==> config.mk <==
export PLATFORM = sky130hd
export DESIGN_NAME = linear_key_value_table
export DESIGN_NICKNAME = d
export VERILOG_FILES = /design/src/rtl/lkvt_pkg.sv /design/src/rtl/lkvt_ctrl.sv /design/src/rtl/lkvt_datapath.sv /design/src/rtl/linear_key_value_table.sv
export SDC_FILE = /design/constraint.sdc
export NUM_CORES = 2
export LEC_CHECK = 0
export ABC_CLOCK_PERIOD_IN_PS = 6800
export CORE_MARGIN = 8
export CORE_UTILIZATION = 33
export DETAILED_ROUTE_END_ITERATION = 7
export DONT_BUFFER_PORTS = 1
export GPL_TIMING_DRIVEN = 0
export PLACE_DENSITY = 0.59
export SLEW_MARGIN = 10
export SYNTH_ARGS = -nofsm -noshare
export SYNTH_HDL_FRONTEND = slang
export SYNTH_SLANG_ARGS = --single-unit
==> constraint.sdc <==
create_clock -name clk -period 6.8 [get_ports clk]
set_input_delay 0.68 -clock clk [delete_from_list [all_inputs] [get_ports clk]]
set_output_delay 0.68 -clock clk [all_outputs]
set_load 0.02 [all_outputs]
==> src/rtl/lkvt_pkg.sv <==
// ----------------------------------------------------------------------------
// Linear key/value table package
// Shared constants, request modes, controller states and the command and
// status bundles between the controller and the datapath.
// ----------------------------------------------------------------------------
`default_nettype none

package lkvt_pkg;

  localparam int DEPTH_DEFAULT       = 16;
  localparam int KEY_WIDTH_DEFAULT   = 32;
  localparam int VALUE_WIDTH_DEFAULT = 32;

  localparam int MODE_W  = 3;
  localparam int POS_W   = 4;
  localparam int CAP_W   = 5;
  localparam int TOTAL_W = 5;

  localparam logic [CAP_W-1:0] CAP_RESET = 5'd16;

  typedef enum logic [MODE_W-1:0] {
    MODE_INSERT     = 3'd0,
    MODE_UPDATE     = 3'd1,
    MODE_UPSERT     = 3'd2,
    MODE_ERASE      = 3'd3,
    MODE_LOOKUP     = 3'd4,
    MODE_READ_INDEX = 3'd5
  } mode_t;

  typedef enum logic [2:0] {
    ST_IDLE,
    ST_SCAN,
    ST_EXEC,
    ST_MOVE,
    ST_POS,
    ST_POS_DATA,
    ST_FINISH
  } state_t;

  typedef struct packed {
    logic load;
    logic scan_start;
    logic scan_step;
    logic exec;
    logic move;
    logic pos_read;
    logic pos_done;
    logic out_load;
  } cmd_t;

  typedef struct packed {
    logic hit;
    logic exhausted;
    logic erase_hit;
  } status_t;

endpackage

`default_nettype wire

==> src/rtl/lkvt_ctrl.sv <==
// ----------------------------------------------------------------------------
// Linear key/value table controller
// Sequences one request at a time through scan and execute or an index read,
// then result hand-off, and owns the input stall and the output valid flag.
// ----------------------------------------------------------------------------
`default_nettype none

module lkvt_ctrl
  import lkvt_pkg::*;
(
  input  wire logic              clk,
  input  wire logic              rst,
  input  wire logic              in_valid,
  output logic                   in_stall,
  input  wire logic [MODE_W-1:0] in_mode,
  output logic                   out_valid,
  input  wire logic              out_stall,
  output cmd_t                   cmd,
  input  wire status_t           status
);

  state_t state;
  state_t state_next;

  always_ff @(posedge clk) begin
    if (rst) begin
      state <= ST_IDLE;
    end else begin
      state <= state_next;
    end
  end

  always_comb begin
    state_next = state;
    unique case (state)
      ST_IDLE: begin
        if (in_valid) begin
          unique case (in_mode) inside
            MODE_READ_INDEX: state_next = ST_POS;
            MODE_INSERT, MODE_UPDATE, MODE_UPSERT, MODE_ERASE, MODE_LOOKUP:
              state_next = ST_SCAN;
            default: state_next = ST_FINISH;
          endcase
        end
      end
      ST_SCAN: begin
        if (status.hit || status.exhausted) begin
          state_next = ST_EXEC;
        end
      end
      ST_EXEC: begin
        state_next = status.erase_hit ? ST_MOVE : ST_FINISH;
      end
      ST_MOVE:     state_next = ST_FINISH;
      ST_POS:      state_next = ST_POS_DATA;
      ST_POS_DATA: state_next = ST_FINISH;
      ST_FINISH: begin
        if (!out_valid || !out_stall) begin
          state_next = ST_IDLE;
        end
      end
      default: state_next = ST_IDLE;
    endcase
  end

  always_comb begin
    in_stall       = (state != ST_IDLE);
    cmd            = '0;
    cmd.load       = (state == ST_IDLE) && in_valid;
    cmd.scan_start = (state == ST_IDLE) && in_valid;
    cmd.scan_step  = (state == ST_SCAN);
    cmd.exec       = (state == ST_EXEC);
    cmd.move       = (state == ST_MOVE);
    cmd.pos_read   = (state == ST_POS);
    cmd.pos_done   = (state == ST_POS_DATA);
    cmd.out_load   = (state == ST_FINISH) && (!out_valid || !out_stall);
  end

  always_ff @(posedge clk) begin
    if (rst) begin
      out_valid <= 1'b0;
    end else if (cmd.out_load) begin
      out_valid <= 1'b1;
    end else if (!out_stall) begin
      out_valid <= 1'b0;
    end
  end

`ifndef SYNTHESIS
  a_no_overwrite: assert property (@(posedge clk) disable iff (rst)
    cmd.out_load |-> !(out_valid && out_stall))
    else $error("result overwrote a stalled transfer");

  a_accept_leaves_idle: assert property (@(posedge clk) disable iff (rst)
    (in_valid && !in_stall) |=> (state != ST_IDLE))
    else $error("accepted transfer did not start a request");

  a_result_follows_load: assert property (@(posedge clk) disable iff (rst)
    cmd.out_load |=> out_valid)
    else $error("result register loaded without valid");
`endif

endmodule

`default_nettype wire

==> src/rtl/lkvt_datapath.sv <==
// ----------------------------------------------------------------------------
// Linear key/value table datapath
// Entry memory, request and result registers, live count, capacity register
// and the one-entry-per-cycle key scan.
// ----------------------------------------------------------------------------
`default_nettype none

module lkvt_datapath
  import lkvt_pkg::*;
#(
  parameter int DEPTH       = DEPTH_DEFAULT,
  parameter int KEY_WIDTH   = KEY_WIDTH_DEFAULT,
  parameter int VALUE_WIDTH = VALUE_WIDTH_DEFAULT
) (
  input  wire logic                   clk,
  input  wire logic                   rst,
  input  wire logic                   cfg_write,
  input  wire logic [CAP_W-1:0]       cfg_data,
  input  wire logic [MODE_W-1:0]      mode,
  input  wire logic [KEY_WIDTH-1:0]   key,
  input  wire logic [VALUE_WIDTH-1:0] value,
  input  wire logic [POS_W-1:0]       position,
  output logic                        ok,
  output logic [KEY_WIDTH-1:0]        out_key,
  output logic [VALUE_WIDTH-1:0]      out_value,
  output logic [TOTAL_W-1:0]          entry_total,
  input  wire cmd_t                   cmd,
  output status_t                     status
);

  localparam int IDX_W   = (DEPTH > 1) ? $clog2(DEPTH) : 1;
  localparam int CNT_W   = $clog2(DEPTH + 1);
  localparam int CMP_W   = (CNT_W > CAP_W) ? CNT_W : CAP_W;
  localparam int ENTRY_W = KEY_WIDTH + VALUE_WIDTH;

  logic [ENTRY_W-1:0] mem [DEPTH];
  logic [ENTRY_W-1:0] rd_data;
  logic               rd_en;
  logic [IDX_W-1:0]   rd_addr;
  logic               wr_en;
  logic [IDX_W-1:0]   wr_addr;
  logic [ENTRY_W-1:0] wr_data;

  logic [MODE_W-1:0]      req_mode;
  logic [KEY_WIDTH-1:0]   req_key;
  logic [VALUE_WIDTH-1:0] req_value;
  logic [POS_W-1:0]       req_position;

  logic [CAP_W-1:0] cap;
  logic [CNT_W-1:0] cnt;

  logic [CNT_W-1:0]       sidx;
  logic                   pend;
  logic [IDX_W-1:0]       pidx;
  logic                   found;
  logic [IDX_W-1:0]       slot;
  logic [VALUE_WIDTH-1:0] fval;

  logic                   res_ok;
  logic [KEY_WIDTH-1:0]   res_key;
  logic [VALUE_WIDTH-1:0] res_val;

  logic [KEY_WIDTH-1:0]   rd_key;
  logic [VALUE_WIDTH-1:0] rd_val;
  logic                   sidx_lt_cnt;
  logic                   hit;
  logic                   full;
  logic                   pos_ok;
  logic [CNT_W-1:0]       cnt_last;
  logic [IDX_W-1:0]       cnt_idx;

  assign rd_key      = rd_data[ENTRY_W-1 -: KEY_WIDTH];
  assign rd_val      = rd_data[VALUE_WIDTH-1:0];
  assign sidx_lt_cnt = (sidx < cnt);
  assign hit         = pend && (rd_key == req_key);
  assign full        = (cnt == CNT_W'(DEPTH)) || (CMP_W'(cnt) >= CMP_W'(cap));
  assign pos_ok      = (CMP_W'(req_position) < CMP_W'(cnt));
  assign cnt_last    = cnt - CNT_W'(1);
  assign cnt_idx     = IDX_W'(cnt);

  assign status.hit       = hit;
  assign status.exhausted = !hit && !sidx_lt_cnt;
  assign status.erase_hit = found && (req_mode == MODE_ERASE);

  always_comb begin
    rd_en   = 1'b0;
    rd_addr = IDX_W'(sidx);
    wr_en   = 1'b0;
    wr_addr = slot;
    wr_data = {req_key, req_value};
    if (cmd.scan_step) begin
      rd_en = sidx_lt_cnt;
    end
    if (cmd.exec) begin
      case (req_mode)
        MODE_INSERT: begin
          wr_en   = !found && !full;
          wr_addr = cnt_idx;
        end
        MODE_UPDATE: begin
          wr_en = found;
        end
        MODE_UPSERT: begin
          wr_en   = found || !full;
          wr_addr = found ? slot : cnt_idx;
        end
        MODE_ERASE: begin
          rd_en   = found;
          rd_addr = IDX_W'(cnt_last);
        end
        default: begin
        end
      endcase
    end
    if (cmd.move) begin
      wr_en   = 1'b1;
      wr_addr = slot;
      wr_data = rd_data;
    end
    if (cmd.pos_read) begin
      rd_en   = 1'b1;
      rd_addr = IDX_W'(req_position);
    end
  end

  always_ff @(posedge clk) begin
    if (wr_en) begin
      mem[wr_addr] <= wr_data;
    end
    if (rd_en) begin
      rd_data <= mem[rd_addr];
    end
  end

  always_ff @(posedge clk) begin
    if (rst) begin
      cap <= CAP_RESET;
    end else if (cfg_write) begin
      cap <= cfg_data;
    end
  end

  always_ff @(posedge clk) begin
    if (rst) begin
      cnt <= '0;
    end else if (cmd.exec) begin
      case (req_mode) inside
        MODE_INSERT, MODE_UPSERT: begin
          if (!found && !full) begin
            cnt <= cnt + CNT_W'(1);
          end
        end
        default: begin
        end
      endcase
    end else if (cmd.move) begin
      cnt <= cnt_last;
    end
  end

  always_ff @(posedge clk) begin
    if (rst) begin
      pend  <= 1'b0;
      found <= 1'b0;
      sidx  <= '0;
    end else if (cmd.scan_start) begin
      pend  <= 1'b0;
      found <= 1'b0;
      sidx  <= '0;
    end else if (cmd.scan_step) begin
      pend <= sidx_lt_cnt;
      if (sidx_lt_cnt) begin
        sidx <= sidx + CNT_W'(1);
      end
      if (hit) begin
        found <= 1'b1;
      end
    end
  end

  always_ff @(posedge clk) begin
    if (cmd.scan_step) begin
      pidx <= IDX_W'(sidx);
      if (hit) begin
        slot <= pidx;
        fval <= rd_val;
      end
    end
  end

  always_ff @(posedge clk) begin
    if (cmd.load) begin
      req_mode     <= mode;
      req_key      <= key;
      req_value    <= value;
      req_position <= position;
      res_ok       <= 1'b0;
      res_key      <= '0;
      res_val      <= '0;
    end
    if (cmd.exec) begin
      case (req_mode)
        MODE_INSERT: res_ok <= !found && !full;
        MODE_UPDATE: res_ok <= found;
        MODE_UPSERT: res_ok <= found || !full;
        MODE_LOOKUP: begin
          res_ok <= found;
          if (found) begin
            res_val <= fval;
          end
        end
        default: begin
        end
      endcase
    end
    if (cmd.move) begin
      res_ok <= 1'b1;
    end
    if (cmd.pos_done && pos_ok) begin
      res_ok  <= 1'b1;
      res_key <= rd_key;
      res_val <= rd_val;
    end
    if (cmd.out_load) begin
      ok          <= res_ok;
      out_key     <= res_key;
      out_value   <= res_val;
      entry_total <= TOTAL_W'(cnt);
    end
  end

`ifndef SYNTHESIS
  a_count_bound: assert property (@(posedge clk) disable iff (rst)
    cnt <= CNT_W'(DEPTH))
    else $error("live count above depth");

  a_write_source: assert property (@(posedge clk) disable iff (rst)
    wr_en |-> (cmd.exec || cmd.move))
    else $error("entry write outside execute or move");

  a_move_shrinks: assert property (@(posedge clk) disable iff (rst)
    cmd.move |=> (cnt == $past(cnt) - CNT_W'(1)))
    else $error("erase did not reduce the live count");
`endif

endmodule

`default_nettype wire

==> src/rtl/linear_key_value_table.sv <==
// The key scan reads one stored entry a cycle from an entry memory with one
// read port and one write port. The table takes one request at a time: a new
// request is stalled until the result of the last one has been handed off.
// Reset clears the live count, sets capacity to 16 and empties the output;
// entry memory is not cleared and needs no clearing pass.
// ----------------------------------------------------------------------------
// Linear key/value table
// Small key/value map kept as a packed unsorted array with a live count,
// supporting insert, update, insert-or-update, erase, lookup and read by index.
// ----------------------------------------------------------------------------
`default_nettype none

module linear_key_value_table
  import lkvt_pkg::*;
#(
  parameter int DEPTH       = DEPTH_DEFAULT,
  parameter int KEY_WIDTH   = KEY_WIDTH_DEFAULT,
  parameter int VALUE_WIDTH = VALUE_WIDTH_DEFAULT
) (
  input  wire logic                   clk,
  input  wire logic                   rst,
  input  wire logic                   cfg_write,
  input  wire logic [CAP_W-1:0]       cfg_data,
  input  wire logic                   in_valid,
  output logic                        in_stall,
  input  wire logic [MODE_W-1:0]      mode,
  input  wire logic [KEY_WIDTH-1:0]   key,
  input  wire logic [VALUE_WIDTH-1:0] value,
  input  wire logic [POS_W-1:0]       position,
  output logic                        out_valid,
  input  wire logic                   out_stall,
  output logic                        ok,
  output logic [KEY_WIDTH-1:0]        out_key,
  output logic [VALUE_WIDTH-1:0]      out_value,
  output logic [TOTAL_W-1:0]          entry_total
);

  cmd_t    cmd;
  status_t status;

  lkvt_ctrl u_ctrl (
    .clk       (clk),
    .rst       (rst),
    .in_valid  (in_valid),
    .in_stall  (in_stall),
    .in_mode   (mode),
    .out_valid (out_valid),
    .out_stall (out_stall),
    .cmd       (cmd),
    .status    (status)
  );

  lkvt_datapath #(
    .DEPTH       (DEPTH),
    .KEY_WIDTH   (KEY_WIDTH),
    .VALUE_WIDTH (VALUE_WIDTH)
  ) u_datapath (
    .clk         (clk),
    .rst         (rst),
    .cfg_write   (cfg_write),
    .cfg_data    (cfg_data),
    .mode        (mode),
    .key         (key),
    .value       (value),
    .position    (position),
    .ok          (ok),
    .out_key     (out_key),
    .out_value   (out_value),
    .entry_total (entry_total),
    .cmd         (cmd),
    .status      (status)
  );

endmodule

`default_nettype wire
==> flow_summary.json <==
{
  "status": "finished clean",
  "ys_async_sr_fraction_pct": 0,
  "slew_violations": 0,
  "die_w_um": 416,
  "final_layout_size_suffix_gt1_share_pct": 10.3,
  "critPathCaptureType": "register",
  "pre_cts_slack_ps": 1300,
  "clkLatencyLatePin_ps": 750,
  "criticalPathCategory": "register to register",
  "postLayoutCoreUtil_pct": 39.1,
  "cts-buffers-inserted": 139,
  "grt_max_degree": 38,
  "leakage_nw": 21.4,
  "placed_area_um2": 56700,
  "dr.pass1.iters": 5,
  "hold_class": "primary input to register",
  "via_per_inst": 5.19,
  "area_growth_pct": 17.5,
  "maxCapViolations": 0,
  "clk_pin_slew_ps": 60,
  "startpoint": "u_datapath.cnt[0]",
  "postCtsSetupRepairBufs": 0,
  "clockBufferDepth": 3,
  "synth_edf_count": 1301,
  "wl_per_cell_um": 23.5,
  "worst-path-max-fanout": 10,
  "initial_core_util_pct": 33.2,
  "track_usage_pct": 17.2,
  "cp-start-kind": "register",
  "r2r_end": "u_datapath.mem[8][42]",
  "fin_ws_ps": 1240,
  "rr_worst_depth": 16,
  "cts_tree": "yes",
  "fin_crit_sh_pct": 81.8,
  "synth.avg_cell_area_um2": 13.1,
  "yosys_most_used_dff": "edfxtp_1",
  "netlist_area_um2": 52700,
  "dpl.hpwl_mm": 107,
  "nets": 4468,
  "maxSlewHeadroom_pct": 11.0,
  "drt_iter0_drc": 3892,
  "fin_area_um2": 61900,
  "seq_area_frac_synth_pct": 76.2,
  "synth_cell_types": 56,
  "layout_common_cells": "edfxtp_1, nand2_1, nand3_1, clkbuf_1, a31oi_1",
  "vias": 34000,
  "rrSetupSlack_ps": 1240,
  "syn-num-nets": 4123,
  "gp_congestion": 0.834,
  "p_per_area_nw_per_um2": 414,
  "gr-total-overflow": 0,
  "die_area_um2": 173000,
  "tightest_slew_ps": 1340,
  "io_buffers": 0,
  "cp_data_required_time_ps": 7240,
  "grt_pass1_vias": 32700,
  "critPathArrivalTime_ps": 6000,
  "rr_startpoint": "u_datapath.cnt[0]",
  "route.antenna.remaining_nets": 0,
  "fp.coreArea_um2": 159000,
  "ys_warn_count": 0,
  "drcViolationCount": 0,
  "syn_inst": 4026,
  "die_y_um": 416,
  "setup_viol": 0,
  "hold_viol_final": 0,
  "irDropWorstVdd_uv": 277,
  "endpoint": "u_datapath.mem[8][42]",
  "io_pins": 153,
  "finClkSkew_ps": 29.2,
  "period_needed_ps": 5560,
  "clock.fmax_mhz": 180,
  "fillers": 14800,
  "grt_setup_unrepaired": "no",
  "clock-sinks": 1355,
  "antenna_found_initial": 5,
  "layout_commonest_cell": "edfxtp_1",
  "grt_pass1_wl_mm": 224,
  "rows": 146,
  "synth_seq_cells": 1355,
  "finalWirelength_mm": 154,
  "h-tree-depth": 4,
  "cts_root_buffer": "clkbuf_16"
}
-- critical path, cell delays in order, from the launching register on --
cell and delay (ps):
dfxtp_1 430, clkbuf_1 450, inv_1 270, ha_1 340
nand2b_1 150, a21o_1 190, a21o_1 170, a21oi_1 240
o21ai_1 250, and3_1 290, clkbuf_1 210, clkbuf_1 340
nor3_2 850, buf_4 350, buf_4 230, buf_4 240
buf_4 240
-- routing by layer --
metal,track usage [%],wire (um),vias up
met5,0,0,-
met4,6.44,5300,0
met3,2.94,11200,229
met2,29.0,75300,1445
met1,22.3,62200,17000
li1,-,-,15300
-- kinds of logic (layout without fill, tap and decap cells) --
kind of cell / Yosys count / in the layout / synth area share [%]
simple gates: 2055 / 2055 / 16.7
flops: 1355 / 1355 / 76.2
compound gates: 292 / 292 / 3.70
buf+inv: 261 / 711 / 2.25
xor+xnor: 39 / 39 / 0.648
fa+ha+maj: 16 / 16 / 0.380
mux: 8 / 8 / 0.152
other cells: 0 / 7 / 0
-- power breakdown --
group / switching, W / internal (W) / leakage, nW / total [W]
Combinational: 0.00516 / 0.00169 / 7.02 / 0.00684
Clock: 0.00313 / 0.00440 / 2.18 / 0.00753
Sequential: 0.000575 / 0.0107 / 12.2 / 0.0112
Total: 0.00887 / 0.0168 / 21.4 / 0.0256
-- registers in the layout, indices dropped and copies added, names as in the netlist, 32 cells and up --
signal	count
u_datapath.fval	32
u_datapath.req_key	32
u_datapath.rd_data	64
u_datapath.out_key	32
u_datapath.req_value	32
u_datapath.res_key	32
u_datapath.res_val	32
u_datapath.out_value	32
u_datapath.mem	1024
-- timing repair --
item                      CTS  global route
resized for setup           0             0
hold endpoints to repair   71             0
hold buffers               71             0
-- through the flow --
step / power (W) / std cells / setup TNS, ps / hold slack (ps)
after floorplan: 0.0150 / 4026 / -565450 / 400
after global placement: 0.0180 / 6098 / -5687480 / 403
after detailed placement: 0.0182 / 6231 / 0 / 407
after CTS: 0.0257 / 6548 / 0 / 38.5
after global routing: 0.0266 / 6548 / 0 / 82.4
final: 0.0256 / 6555 / 0 / 92.3
-- how the worst min path moves through the flow --
stage	from	to	slack (ps)	depth (start not counted)
floorplan	u_datapath.res_key[0]	u_datapath.out_key[0]	400	0
CTS	cfg_data[4]	u_datapath.cap[4]	40	2
finish	cfg_data[4]	u_datapath.cap[4]	90	2
global route	out_stall	u_ctrl.out_valid	80	2
detailed placement	u_datapath.res_key[28]	u_datapath.out_key[28]	410	0
global placement	u_datapath.pidx[0]	u_datapath.slot[0]	400	0
-- cells in the mapped netlist, types with 2 or more instances --
library cell	number	area, um^2
o211a_1	2	20.0
nor2_1	56	210
a31oi_1	166	1040
a41oi_1	3	26.3
or4_1	2	15.0
and3b_1	3	26.3
buf_6	7	78.8
inv_1	18	67.6
clkbuf_1	138	518
dfxtp_1	54	1080
o21a_1	2	15.0
o2111ai_1	2	17.5
o211ai_1	5	37.5
nor4_1	5	31.3
or3b_2	2	17.5
a211o_1	2	17.5
nand2_1	1274	4780
nor3_1	27	135
nor2b_1	2	12.5
a22oi_1	64	480
xor2_1	7	61.3
and2_1	34	213
buf_2	80	400
xnor2_1	32	280
nand2_2	2	12.5
buf_1	4	15.0
nand4_1	11	68.8
a21o_1	8	60.1
o21ai_0	12	60.1
nor2_2	2	12.5
ha_1	16	200
o31ai_1	3	22.5
edfxtp_1	1301	39100
buf_4	14	105
mux2i_1	8	80.1
nand2b_1	5	31.3
nand3_1	616	3080
a21oi_1	15	75.1
and3_1	5	31.3
-- layout make-up --
type                       instances  area (um^2)  area share, %
clock inverter                    65          667           1.08
multi-input combinational       2410        11500           18.5
tap                             2072         2590           4.19
sequential                      1355        40100           64.8
clock buffer                     181         3800           6.14
buffer                           243         1120           1.81
timing repair buffer             204         2020           3.27
antenna                            7         17.5         0.0283
inverter                          18         70.1          0.113
Power figures use the tool's default switching activity.
